--- src/rtl/uwlw_pkg.sv ---
// Shared types and decode functions for the UTF-8 width line wrapper.
// No dependencies; used by the controller, datapath and top level.
`timescale 1ns / 1ps

package uwlw_pkg;

	localparam logic [7:0] MAX_WIDTH_RESET = 8'd40;

	// controller -> datapath
	typedef struct packed {
		logic accept; // store the incoming byte
		logic step;   // decode one character from the buffer head
	} cmd_t;

	// datapath -> controller
	typedef struct packed {
		logic hold;     // incoming byte leaves the sequence unfinished
		logic run_done; // the character being decoded empties the buffer
	} sts_t;

	function automatic logic [2:0] seq_length(input logic [7:0] lead);
		logic [2:0] len;
		len = 3'd1;
		if (lead[7] == 1'b0)
			len = 3'd1;
		else if ((lead & 8'hE0) == 8'hC0)
			len = 3'd2;
		else if ((lead & 8'hF0) == 8'hE0)
			len = 3'd3;
		else if ((lead & 8'hF8) == 8'hF0)
			len = 3'd4;
		return len;
	endfunction

	function automatic logic [1:0] glyph_width(input logic [15:0] cp);
		logic wide;
		wide = (cp >= 16'h1100 && cp <= 16'h115F) || (cp >= 16'h2E80 && cp <= 16'hA4CF) ||
			(cp >= 16'hAC00 && cp <= 16'hD7A3) || (cp >= 16'hF900 && cp <= 16'hFAFF) ||
			(cp >= 16'hFE30 && cp <= 16'hFE4F) || (cp >= 16'hFF00 && cp <= 16'hFF60) ||
			(cp >= 16'hFFE0 && cp <= 16'hFFE6) || (cp == 16'hFFFF);
		return wide ? 2'd2 : 2'd1;
	endfunction

endpackage

--- src/rtl/utf8_width_line_wrapper.sv ---
// A byte that completes a character starts a decode run, and each result is registered at
// out_valid; the byte buffer is decoded one character per cycle while the output is not stalled.
// Intake: in_ready stays high after a byte held in an unfinished sequence, and drops for a decode
// run until the buffer is empty; a string cut off mid-sequence decodes its lead as a lone byte.
// Reset (arst_n, asynchronous): buffer empty, line at column 0, line width limit = 40.
`timescale 1ns / 1ps

module utf8_width_line_wrapper (
	input  logic        clk,
	input  logic        arst_n,
	input  logic        cfg_wr_en,
	input  logic [7:0]  cfg_wr_data,
	input  logic        in_valid,
	output logic        in_ready,
	input  logic [7:0]  in_byte,
	input  logic        end_of_string,
	output logic        out_valid,
	input  logic        out_ready,
	output logic [15:0] code_point,
	output logic [2:0]  char_bytes,
	output logic [1:0]  display_width,
	output logic        break_before,
	output logic [8:0]  column_after,
	output logic        string_done,
	output logic        last_of_run
);
	import uwlw_pkg::*;

	cmd_t cmd;
	sts_t sts;

	uwlw_ctrl u_ctrl (
		.clk       (clk),
		.arst_n    (arst_n),
		.in_valid  (in_valid),
		.in_ready  (in_ready),
		.out_valid (out_valid),
		.out_ready (out_ready),
		.sts       (sts),
		.cmd       (cmd)
	);

	uwlw_datapath u_datapath (
		.clk           (clk),
		.arst_n        (arst_n),
		.cfg_wr_en     (cfg_wr_en),
		.cfg_wr_data   (cfg_wr_data),
		.in_byte       (in_byte),
		.end_of_string (end_of_string),
		.cmd           (cmd),
		.sts           (sts),
		.code_point    (code_point),
		.char_bytes    (char_bytes),
		.display_width (display_width),
		.break_before  (break_before),
		.column_after  (column_after),
		.string_done   (string_done),
		.last_of_run   (last_of_run)
	);

endmodule

--- src/rtl/uwlw_ctrl.sv ---
// Controller of the UTF-8 width line wrapper: byte intake and decode run sequencing.
// Depends on uwlw_pkg for the command and status structs.
`timescale 1ns / 1ps

module uwlw_ctrl (
	input  logic            clk,
	input  logic            arst_n,
	input  logic            in_valid,
	output logic            in_ready,
	output logic            out_valid,
	input  logic            out_ready,
	input  uwlw_pkg::sts_t  sts,
	output uwlw_pkg::cmd_t  cmd
);
	import uwlw_pkg::*;

	localparam logic ST_IDLE = 1'b0;
	localparam logic ST_RUN  = 1'b1;

	logic state_q;
	logic state_d;
	logic out_valid_q;

	assign in_ready   = (state_q == ST_IDLE);
	assign cmd.accept = in_valid && in_ready;
	// in the run state, a character is decoded whenever the output register is free or emptying
	assign cmd.step   = (state_q == ST_RUN) && (!out_valid_q || out_ready);
	assign out_valid  = out_valid_q;

	always_comb begin
		state_d = state_q;
		case (state_q)
			ST_IDLE: begin
				if (cmd.accept && !sts.hold)
					state_d = ST_RUN;
			end
			ST_RUN: begin
				if (cmd.step && sts.run_done)
					state_d = ST_IDLE;
			end
			default: state_d = ST_IDLE;
		endcase
	end

	always_ff @(posedge clk or negedge arst_n) begin
		if (!arst_n) begin
			state_q     <= ST_IDLE;
			out_valid_q <= 1'b0;
		end else begin
			state_q <= state_d;
			if (cmd.step)
				out_valid_q <= 1'b1;
			else if (out_ready)
				out_valid_q <= 1'b0;
		end
	end

endmodule

--- src/rtl/uwlw_datapath.sv ---
// Datapath of the UTF-8 width line wrapper: byte buffer, decoder, column count, result register.
// Depends on uwlw_pkg for seq_length, glyph_width and the command/status structs.
`timescale 1ns / 1ps

module uwlw_datapath (
	input  logic            clk,
	input  logic            arst_n,
	input  logic            cfg_wr_en,
	input  logic [7:0]      cfg_wr_data,
	input  logic [7:0]      in_byte,
	input  logic            end_of_string,
	input  uwlw_pkg::cmd_t  cmd,
	output uwlw_pkg::sts_t  sts,
	output logic [15:0]     code_point,
	output logic [2:0]      char_bytes,
	output logic [1:0]      display_width,
	output logic            break_before,
	output logic [8:0]      column_after,
	output logic            string_done,
	output logic            last_of_run
);
	import uwlw_pkg::*;

	logic [7:0]  buf_q [4];
	logic [2:0]  cnt_q;
	logic        last_q;
	logic [8:0]  line_q;
	logic [7:0]  maxw_q;

	logic [7:0]  lead_in;
	logic [2:0]  len_in;
	logic [2:0]  n_in;
	logic [2:0]  len_hd;
	logic        fits;
	logic [2:0]  take;
	logic [2:0]  rem;
	logic [15:0] cp;
	logic [1:0]  w;
	logic [9:0]  line_sum;
	logic        brk;
	logic [8:0]  line_new;

	logic [15:0] code_point_q;
	logic [2:0]  char_bytes_q;
	logic [1:0]  display_width_q;
	logic        break_before_q;
	logic [8:0]  column_after_q;
	logic        string_done_q;
	logic        last_of_run_q;

	// intake: does the new byte finish the sequence led by the buffer head
	assign lead_in  = (cnt_q == 3'd0) ? in_byte : buf_q[0];
	assign len_in   = seq_length(lead_in);
	assign n_in     = cnt_q + 3'd1;
	assign sts.hold = !end_of_string && (n_in < len_in);

	// decode the character at the buffer head; a cut-off lead is a lone byte
	assign len_hd = seq_length(buf_q[0]);
	assign fits   = (len_hd > 3'd1) && (len_hd <= cnt_q);
	assign take   = fits ? len_hd : 3'd1;
	assign rem    = cnt_q - take;
	assign sts.run_done = (rem == 3'd0);

	always_comb begin
		cp = {8'h00, buf_q[0]};
		if (fits) begin
			case (len_hd)
				3'd2: cp = {5'd0, buf_q[0][4:0], buf_q[1][5:0]};
				3'd3: cp = {buf_q[0][3:0], buf_q[1][5:0], buf_q[2][5:0]};
				default: cp = 16'hFFFF;
			endcase
		end
	end

	assign w        = glyph_width(cp);
	assign line_sum = {1'b0, line_q} + {8'd0, w};
	assign brk      = (line_q != 9'd0) && (line_sum > {2'b00, maxw_q});
	assign line_new = brk ? {7'd0, w} : line_sum[8:0];

	always_ff @(posedge clk or negedge arst_n) begin
		if (!arst_n) begin
			cnt_q  <= 3'd0;
			last_q <= 1'b0;
			line_q <= 9'd0;
			maxw_q <= MAX_WIDTH_RESET;
		end else begin
			if (cfg_wr_en)
				maxw_q <= cfg_wr_data;
			if (cmd.accept) begin
				cnt_q  <= n_in;
				last_q <= end_of_string;
			end else if (cmd.step) begin
				cnt_q  <= rem;
				line_q <= (sts.run_done && last_q) ? 9'd0 : line_new;
			end
		end
	end

	// byte buffer: written at the fill count, shifted down by the consumed length
	always_ff @(posedge clk) begin
		if (cmd.accept) begin
			buf_q[cnt_q[1:0]] <= in_byte;
		end else if (cmd.step) begin
			case (take)
				3'd1: begin
					buf_q[0] <= buf_q[1];
					buf_q[1] <= buf_q[2];
					buf_q[2] <= buf_q[3];
				end
				3'd2: begin
					buf_q[0] <= buf_q[2];
					buf_q[1] <= buf_q[3];
				end
				3'd3: buf_q[0] <= buf_q[3];
				default: ;
			endcase
		end
	end

	always_ff @(posedge clk) begin
		if (cmd.step) begin
			code_point_q    <= cp;
			char_bytes_q    <= take;
			display_width_q <= w;
			break_before_q  <= brk;
			column_after_q  <= line_new;
			string_done_q   <= sts.run_done && last_q;
			last_of_run_q   <= sts.run_done;
		end
	end

	assign code_point    = code_point_q;
	assign char_bytes    = char_bytes_q;
	assign display_width = display_width_q;
	assign break_before  = break_before_q;
	assign column_after  = column_after_q;
	assign string_done   = string_done_q;
	assign last_of_run   = last_of_run_q;

endmodule

--- config.mk ---
export PLATFORM = sky130hd
export DESIGN_NAME = utf8_width_line_wrapper
export DESIGN_NICKNAME = d
export VERILOG_FILES = /design/src/rtl/uwlw_pkg.sv /design/src/rtl/utf8_width_line_wrapper.sv /design/src/rtl/uwlw_ctrl.sv /design/src/rtl/uwlw_datapath.sv
export SDC_FILE = /design/constraint.sdc
export NUM_CORES = 1
export LEC_CHECK = 0
export BUFFER_PORTS_ARGS = -buffer_cell sky130_fd_sc_hd__buf_4
export CAP_MARGIN = 20
export CORE_UTILIZATION = 40
export CTS_BUF_LIST = sky130_fd_sc_hd__clkbuf_2
export CTS_CLUSTER_DIAMETER = 100
export DETAILED_ROUTE_END_ITERATION = 10
export SYNTH_ARGS = -nofsm -noshare
export SYNTH_HDL_FRONTEND = slang
export SYNTH_SLANG_ARGS = --single-unit
--- constraint.sdc ---
create_clock -name clk -period 19 [get_ports clk]
set_input_delay 1.9 -clock clk [delete_from_list [all_inputs] [get_ports clk]]
set_output_delay 1.9 -clock clk [all_outputs]
set_load 0.05 [all_outputs]
=== Word level (Yosys, flattened, before mapping) ===
Memory sizes are Yosys's and may differ from the RTL's.
Index checks and enable logic that the tools add are counted.

* Register bits after elaboration: 56
* RAM bits: 32
* Input bits: 22
* Output and inout port bits: 35
* Logic and storage cells: 127
* Memories: 1

* $add $sub $neg: 3
* Magnitude comparators: 18
* Eq/ne operators: 12
* Mux-type cells: 42
* Bitwise gates (word level): 5
* Reductions and logical operators: 33

{| class="wikitable"
|+ Memories
! memory !! depth !! width !! read ports !! clocked after Yosys merged registers in !! write ports !! RTL line !! text
|-
| u_datapath.buf_q || 4 || 8 || 4 || 0 || 3 || uwlw_datapath.sv:24 || <nowiki>logic [7:0] buf_q [4];</nowiki>
|}

{| class="wikitable"
|+ Operators with widths
! operator !! count
|-
| $le 16x16->1 const B || 6
|-
| $ge 16x16->1 const B || 5
|-
| $mux 8 || 5
|-
| $mux 3 || 11
|-
| $pmux 16 s2 || 1
|-
| $mux 1 || 19
|-
| $mux 9 || 2
|-
| $eq 16x16->1 const B || 1
|-
| $ge 16x13->1 const B || 1
|-
| $ge 16x14->1 const B || 1
|-
| $le 16x13->1 const B || 1
|-
| $mux 16 || 1
|-
| $logic_and 1x1->1 || 15
|-
| $eq 3x2->1 const B || 4
|-
| $add 9x2->10 || 1
|-
| $eq 5x5->1 const B || 2
|-
| $gt 10x8->1 || 1
|-
| $reduce_bool 9->1 || 1
|-
| $eq 4x4->1 const B || 2
|-
| $logic_or 1x1->1 || 8
|-
| $reduce_or 8->1 || 1
|-
| $eq 3x3->1 const B || 2
|-
| $logic_not 3->1 || 2
|-
| $mux 2 || 2
|-
| 12 further kinds || 18
|}

=== Depth between registers and ports, before layout ===
Gate-level depths: netlist (run 1).

* Depth after elaboration: 23
* Gate-level depth with buffers: 30
* Gate-level depth less buffers: 27

=== Cells and area by module ===
A second synthesis (run 1) with hierarchy kept.

* Cells, all modules: 504
* Area total of the unflattened synthesis: 5168.7 um^2

{| class="wikitable"
|+ Modules (own cells, without submodules)
! module !! times used !! cells each !! area each (um^2) !! seq. area each (um^2)
|-
| uwlw_datapath || 1 || 494 || 5056.1 || 2479.9
|-
| uwlw_ctrl || 1 || 10 || 112.6 || 50.0
|}

=== Worst setup path before layout (run 1) ===
No wires, ideal clock.

* Kind: reg2reg
* Start point: memory u_datapath.buf_q[0][5]
* End point: register u_datapath.line_q[2]
* Setup time: 0.128 ns
* Arrival: 5.981 ns
* Data required time: 18.872 ns
* Setup slack: 12.890 ns
* Cell stages (with the launch flop): 30
* Path buffers: 3
* Clock period less this slack: 6.110 ns
* Path through: edfxtp_1 > buf_2 > buf_1 > nor2_1 > o21a_1 > ha_1 > and3b_1 > o21ai_2 > buf_2 > nand2_1 > mux2i_1 > a31o_2 > a211o_1 > nor4_4 > inv_1 > ha_1 > a21o_1 > and2_1 > nand3_1 > xor2_1 > inv_1 > ha_1 > o211ai_1 > a21oi_1 > a211oi_1 > o31ai_2 > nand2b_1 > o21ai_0 > nand2_1 > o21ai_0

{| class="wikitable"
|+ RTL lines
! what !! RTL line !! text
|-
| from (decl) || uwlw_datapath.sv:24 ||
|-
| to (signal assigned) || uwlw_datapath.sv:94 || <nowiki>line_q <= (sts.run_done && last_q) ? 9'd0 : line_new;</nowiki>
|-
| to (decl) || uwlw_datapath.sv:27 || <nowiki>logic [8:0] line_q;</nowiki>
|}

==> results_dict.tcl, run 1 <==
set metrics [dict create \
    status "complete, no violations" \
    ant_nets 0 \
    grt.total_usage_pct 20.6 \
    grt_pass1_vias 3998 \
    max-cap-violations 0 \
    crit_slowest_cell "edfxtp_1" \
    end_kind "flip-flop" \
    num_vias 4007 \
    peakVddDrop_mv 0.0904 \
    ys_seq_elements 88 \
    cts_sinks 88 \
    final.setup.tns_ps 0 \
    synthFlopType "edfxtp_1" \
    crit_type "reg2reg" \
    ctsLongestPathBuffers 2 \
    hold_buffers 0 \
    synth_cell_type_count 74 \
    synth_edf_count 65 \
    grt.overflow.total 0 \
    fin_crit_sh_pct 39.3 \
    critPathMaxFanout 33 \
    cts_resized 0 \
    die_h_um 115 \
    final_util_pct 47.2 \
    place_hpwl_um 9220 \
    tightest_slew_ps 960 \
    hold_class "reg2reg" \
    final_hold_viol_count 0 \
    max_stage_delay_ps 1030 \
    arrival_ps 7960 \
    rows 40 \
    syn_nets 537 \
    first_pass_iters 5 \
    crit_top_cell "nand2_1" \
    hold_end "u_datapath.maxw_q[5]$_DFFE_PN1P_" \
    io_buffers 56 \
    htree_num_levels 3 \
    syn_area_mm2 0.00508 \
    p_per_area_mw_per_mm2 188 \
    crit_path_start_kind "flip-flop" \
    hold_start "u_datapath.maxw_q[5]$_DFFE_PN1P_" \
    synth-async-reset-ratio_pct 26.1 \
    drive_gt1_share_pct 17.6 \
    rr_endpoint "u_datapath.line_q[6]$_DFFE_PN0P_" \
    synth-seq-area-share_pct 49.8 \
    grt_pass1_wl_um 20700 \
    wl_per_cell_um 17.5 \
    reg2reg_depth 25 \
    yosys_warnings 0 \
    clk_pin_slew_ps 220 \
    coreArea_mm2 0.0122 \
    p_leak_uw 0.00236 \
    grt_setup_unrepaired "false" \
    path_buf_inv 2 \
    r2r_slack_ps 11540 \
    final_cell_mix "71 x nand2_1, 65 x edfxtp_1, 60 x buf_4" \
    min_path_cells 2 \
    synthCells 493 \
    r2r-start "u_datapath.buf_q[0][5]$_DFFE_PP_" \
    layout_commonest_cell "nand2_1" \
    drtIter0Drc 249 \
    drcViolationCount 0 \
    fin_crit_ps 7460 \
    gp_congestion 0.919 \
    clock_skew_ps 37.6 \
    root_buffer "clkbuf_2" \
    fmax_ghz 0.134 \
    pin_count 57 \
    die_w_um 115 \
    slew_headroom_pct 36.0 \
    grt_max_degree 36 \
    cts_setup_buffers 0 \
    start_util_pct 41.6 \
    antenna_found_initial 0 \
    routed_via_density 5.60 \
    syn_to_final_growth_pct 13.3 \
    clkLatencyLatePin_ps 600 \
    dieArea_mm2 0.0132 \
    maxSlewViolCount 0 \
    required_ps 19500 \
    cts_tree "yes" \
    syn_area_per_cell_um2 10.3 \
    nNetsFinal 586 \
    setup_viol 0 \
    routed_wl_um 12500 \
    numCtsBuffers 9 \
    worst_slack_ps 11540 \
    cp_top_family "compound AO/OA/AOI/OAI gates" \
    dp_slack_ps 11680 \
]
[through the flow]
step                hold WS, ps  total power, uW  std cells  instance area [um2]
finish                      548             1080        716                 5760
global route                586             1160        715                 5760
CTS                         559             1080        715                 5760
detailed placement          512              985        699                 5650
global placement            502              983        699                 5650
floorplan                   459              817        493                 5080
[final cells by class]
cell class	count	area, um2
sequential	88	2530
multi-input combinational	361	2380
clock buffer	12	60.1
fill	1210	6450
tap	168	210
inverter	22	82.6
antenna	1	2.50
clock inverter	4	46.3
timing repair buffer	60	450
[worst register-to-register path: stages (launching register included)]
cell,delay (ps)
edfxtp_1,1030
nand2_1,230
nor3_1,320
ha_1,330
and3b_1,220
o21ai_2,500
nand2_1,330
mux2i_1,270
a31o_2,280
a211o_1,320
nor4_4,350
inv_1,160
fa_1,530
nand3_1,120
xor2_1,260
inv_1,80
ha_1,300
o21a_1,110
o211ai_1,80
a21oi_1,140
a211oi_1,80
o31ai_2,690
nand2b_1,370
o21ai_0,120
nand2_1,90
o21ai_0,80
[state kept, by name, indices dropped and copies added, names as in the netlist]
register                  count
u_datapath.char_bytes         3
u_datapath.last_of_run        1
u_datapath.buf_q             32
u_datapath.line_q             9
u_datapath.last_q             1
u_datapath.code_point        16
u_datapath.cnt_q              3
u_datapath.string_done        1
u_datapath.break_before       1
u_ctrl.state_q                1
u_datapath.column_after       9
u_ctrl.out_valid              1
u_datapath.display_width      2
u_datapath.maxw_q             8
[Yosys cell counts (all sizes together), types with 8 or more instances]
| cell | count | area [um2] |
|---|---|---|
| a21oi | 24 | 128 |
| and2 | 10 | 65.1 |
| nand2b | 8 | 50.1 |
| clkbuf | 11 | 41.3 |
| nor2 | 21 | 78.8 |
| buf | 11 | 60.1 |
| edfxtp | 65 | 1950 |
| ha | 20 | 250 |
| nand3 | 10 | 50.1 |
| a211oi | 13 | 97.6 |
| a21o | 14 | 105 |
| nor2b | 13 | 81.3 |
| a31oi | 12 | 75.1 |
| o21ai | 36 | 184 |
| dfrtp | 21 | 526 |
| inv | 22 | 82.6 |
| nand2 | 71 | 267 |
| nor4 | 10 | 83.8 |
[power breakdown]
part           internal (uW)  switching, uW  total [uW]
combinational            209            392         601
clock                   31.3           63.5        94.8
sequential               308           79.5         387
[how the worst max path moves through the flow]
| stage | slack, ps | cells after the start | end | startpoint |
|---|---|---|---|---|
| floorplan | 12890 | 29 | u_datapath.line_q[2]$_DFFE_PN0P_ | u_datapath.buf_q[0][5]$_DFFE_PP_ |
| global placement | 11900 | 26 | u_datapath.line_q[6]$_DFFE_PN0P_ | u_datapath.buf_q[0][5]$_DFFE_PP_ |
| detailed placement | 11680 | 25 | u_datapath.line_q[6]$_DFFE_PN0P_ | u_datapath.buf_q[0][5]$_DFFE_PP_ |
| CTS | 11670 | 25 | u_datapath.line_q[2]$_DFFE_PN0P_ | u_datapath.buf_q[0][5]$_DFFE_PP_ |
| global route | 10860 | 25 | u_datapath.line_q[5]$_DFFE_PN0P_ | u_datapath.buf_q[0][5]$_DFFE_PP_ |
| finish | 11540 | 25 | u_datapath.line_q[6]$_DFFE_PN0P_ | u_datapath.buf_q[0][5]$_DFFE_PP_ |
[cells by family after synthesis]
family / synth area share (%)
mux: 1.30
simple gates: 17.9
xor+xnor: 2.34
flops: 49.8
other cells: 0.0738
buf+inv: 3.62
compound gates: 19.3
fa+ha+maj: 5.71
[metal layers]
layer  vias to the layer above  GRT usage [%]  wire length, um
met5                         -              0                0
met3                        24           3.64              547
met1                      1934           28.2             6010
met2                       108           32.3             5690
met4                         0           8.74              263
li1                       1941              -                -
(Power assumes the default switching activity.)
==> inputs of run 2 (changes only) <==
Settings changed: ABC_AREA set to 1.
Clock period 19 ns to 7.15 ns, I/O delays scaled along.
==> run 2 against run 1 <==
- global-route usage decreased by 1.2 points
- register-to-register slack got worse by 11000 ps
- sequential share of layout area decreased by 1.2 points
- clock skew decreased by 12 ps
- sequential cell count unchanged
- clock-buffer cell count decreased by 1
- first-iteration DRC count increased by 74%
- via count increased by 9.8%
- critical path depth increased by 7
- maximum frequency increased by 12%
- worst setup slack got worse by 11000 ps
- critical path type unchanged
- largest cell class unchanged
- highest routed layer unchanged
==> results_dict.tcl, run 2 <==
set metrics [dict create \
    clk_pin_slew_ps 230 \
    final_cell_mix "164 x nand2_1, 102 x inv_1, 65 x edfxtp_1" \
    tightest_slew_ps 942 \
    grt.total_usage_pct 19.4 \
    critPathMaxFanout 32 \
    start_util_pct 41.2 \
    syn_to_final_growth_pct 13.0 \
    antenna_found_initial 0 \
    yosysTopAreaCell "edfxtp_1" \
    yosys_warnings 0 \
    grt_setup_unrepaired "false" \
    crit_type "reg2reg" \
    routed_via_density 5.10 \
    place_hpwl_um 9270 \
    end_kind "flip-flop" \
    root_buffer "clkbuf_2" \
    die_h_um 116 \
    routed_wl_um 12400 \
    fmax_ghz 0.151 \
    slew_headroom_pct 37.0 \
    coreArea_mm2 0.0127 \
    grt.overflow.total 0 \
    syn_nets 676 \
    final_hold_viol_count 0 \
    io_buffers 56 \
    startpoint "u_datapath.buf_q[0][7]$_DFFE_PP_" \
    fin_crit_ps 6640 \
    drcViolationCount 0 \
    synth.most_common_cell "nand2_1" \
    num-fill-cells 1310 \
    hold_class "in2reg" \
    ctsLongestPathBuffers 2 \
    regMostFlops "u_datapath.buf_q" \
    nNetsFinal 730 \
    max-cap-violations 0 \
    largest_register_ffs 32 \
    status "complete, no violations" \
    reg2reg_depth 32 \
    dieArea_mm2 0.0136 \
    synth_top_area_share_pct 37.2 \
    r2r_slack_ps 510 \
    htree_num_levels 3 \
    min_path_cells 1 \
    rr_endpoint "u_datapath.column_after[1]$_DFFE_PP_" \
    ant_nets 0 \
    rows 41 \
    crit_end "u_datapath.column_after[1]$_DFFE_PP_" \
    setup_viol 0 \
    fin_crit_sh_pct 92.9 \
    max_stage_delay_ps 650 \
    gp_congestion 0.877 \
    maxSlewViolCount 0 \
    ys_seq_elements 88 \
    layout_commonest_cell "nand2_1" \
    synth_cell_type_count 40 \
    crit_path_start_kind "flip-flop" \
    r2r-start "u_datapath.buf_q[0][7]$_DFFE_PP_" \
    cts_sinks 88 \
    final.setup.tns_ps 0 \
    syn_area_mm2 0.00524 \
    cts_tree "yes" \
    clkLatencyLatePin_ps 600 \
    grt_pass1_vias 4088 \
    drtIter0Drc 433 \
    first_pass_iters 5 \
    clock_skew_ps 25.6 \
    crit_top_cell "nand2_1" \
    crit_slowest_cell "edfxtp_1" \
    cts_resized 0 \
    syn_area_per_cell_um2 8.29 \
    synth-seq-area-share_pct 48.3 \
    die_w_um 116 \
    synthCells 632 \
    synth-async-reset-ratio_pct 26.1 \
    netlist_top_cells_count "164 x nand2_1, 102 x inv_1, 65 x edfxtp_1, 55 x nand3_1, 48 x o21ai_0" \
    grt_pass1_wl_um 19900 \
    yosys-top-cells-area "edfxtp_1 37%, nand2_1 12%, dfrtp_1 10%" \
    num_vias 4401 \
    grt_max_degree 44 \
    insertedDiodeCount 0 \
    synthFlopType "edfxtp_1" \
    required_ps 7540 \
    pin_count 57 \
    synth_edf_count 65 \
    arrival_ps 7040 \
    wl_per_cell_um 14.3 \
    drive_gt1_share_pct 15.1 \
    numCtsBuffers 9 \
]
[run 2: cell types whose count changed after synthesis, moves of 10 or more]
cell | previous run | this run
a211oi_1 | 13 | 0
a21o_1 | 14 | 0
a21oi_1 | 22 | 9
a31oi_1 | 12 | 2
inv_1 | 22 | 102
nand2_1 | 71 | 164
nand3_1 | 10 | 55
nor2_1 | 21 | 39
nor2_2 | 0 | 10
nor2b_1 | 13 | 0
o21ai_0 | 35 | 48
[run 2: routing by layer]
metal  track usage [%]  vias up  share of wire (%)
met5                 0        -                  0
met4              8.46        0                2.6
met3              3.79       28                5.3
met2              30.0      137                 45
met1              26.5     2041                 47
li1                  -     2195                  -
[run 2: kinds of logic after synthesis]
group | count (synthesis) | synth area share, %
AOI/OAI and AO/OA | 86 | 9.41
xor gates and xnor gates | 9 | 1.50
adders and majority gates | 22 | 5.54
buffers and inverters | 120 | 9.00
DFF | 88 | 48.3
muxes | 1 | 0.215
other | 1 | 0.0715
and+or+nand+nor | 305 | 26.0
[run 2: through the flow]
step / worst slack [ps] / util [%] / cell area (um2) / hold slack [ps] / std cells
floorplan: 2110 / - / 5240 / 419 / 632
global placement: 866 / 45.6 / 5810 / 485 / 846
detailed placement: 696 / 45.6 / 5810 / 488 / 846
CTS: 659 / 46.5 / 5920 / 247 / 863
global route: 24.7 / 46.5 / 5920 / 259 / 863
finish: 507 / 46.5 / 5920 / 283 / 863
[run 2: timing repair]
item,in CTS,in global routing
hold buffers,1,0
setup endpoints to repair,0,0
setup buffers,0,0
hold endpoints to repair,21,0
[run 2: worst min path at each step]
stage                                        startpoint                               end  slack (ps)
after global routing                         in_byte[0]  u_datapath.buf_q[3][0]$_DFFE_PP_         260
after detailed placement  u_datapath.last_q$_DFFE_PN0P_     u_datapath.last_q$_DFFE_PN0P_         490
after CTS                                    in_byte[0]  u_datapath.buf_q[3][0]$_DFFE_PP_         250
after global placement    u_datapath.last_q$_DFFE_PN0P_     u_datapath.last_q$_DFFE_PN0P_         480
final                                        in_byte[2]  u_datapath.buf_q[3][2]$_DFFE_PP_         280
after floorplan                                  arst_n      u_ctrl.out_valid$_DFFE_PN0P_         420
[run 2: final cells by class]
cell class	count	area, um2	area share, %
timing repair buffer	58	438	7.39
multi-input combinational	424	2240	37.8
clock buffer	11	55.1	0.930
inverter	105	394	6.66
sequential	88	2530	42.7
tap	172	215	3.63
clock inverter	5	50.0	0.845
[run 2: worst max-delay path: cells and delay by family, from the launching register on]
kind                     cells  cell delay, ps
adder cells (fa/ha/maj)      4            1270
buffers and inverters        3             250
AND/OR/NAND/NOR             21            3530
flip-flops                   1             650
AO/OA/AOI/OAI                3             410
XOR/XNOR                     1             300
Power of run 2 is left out: the tool's default activity adds up to more than one toggle a clock period on the data nets, which glitch-free logic cannot reach.
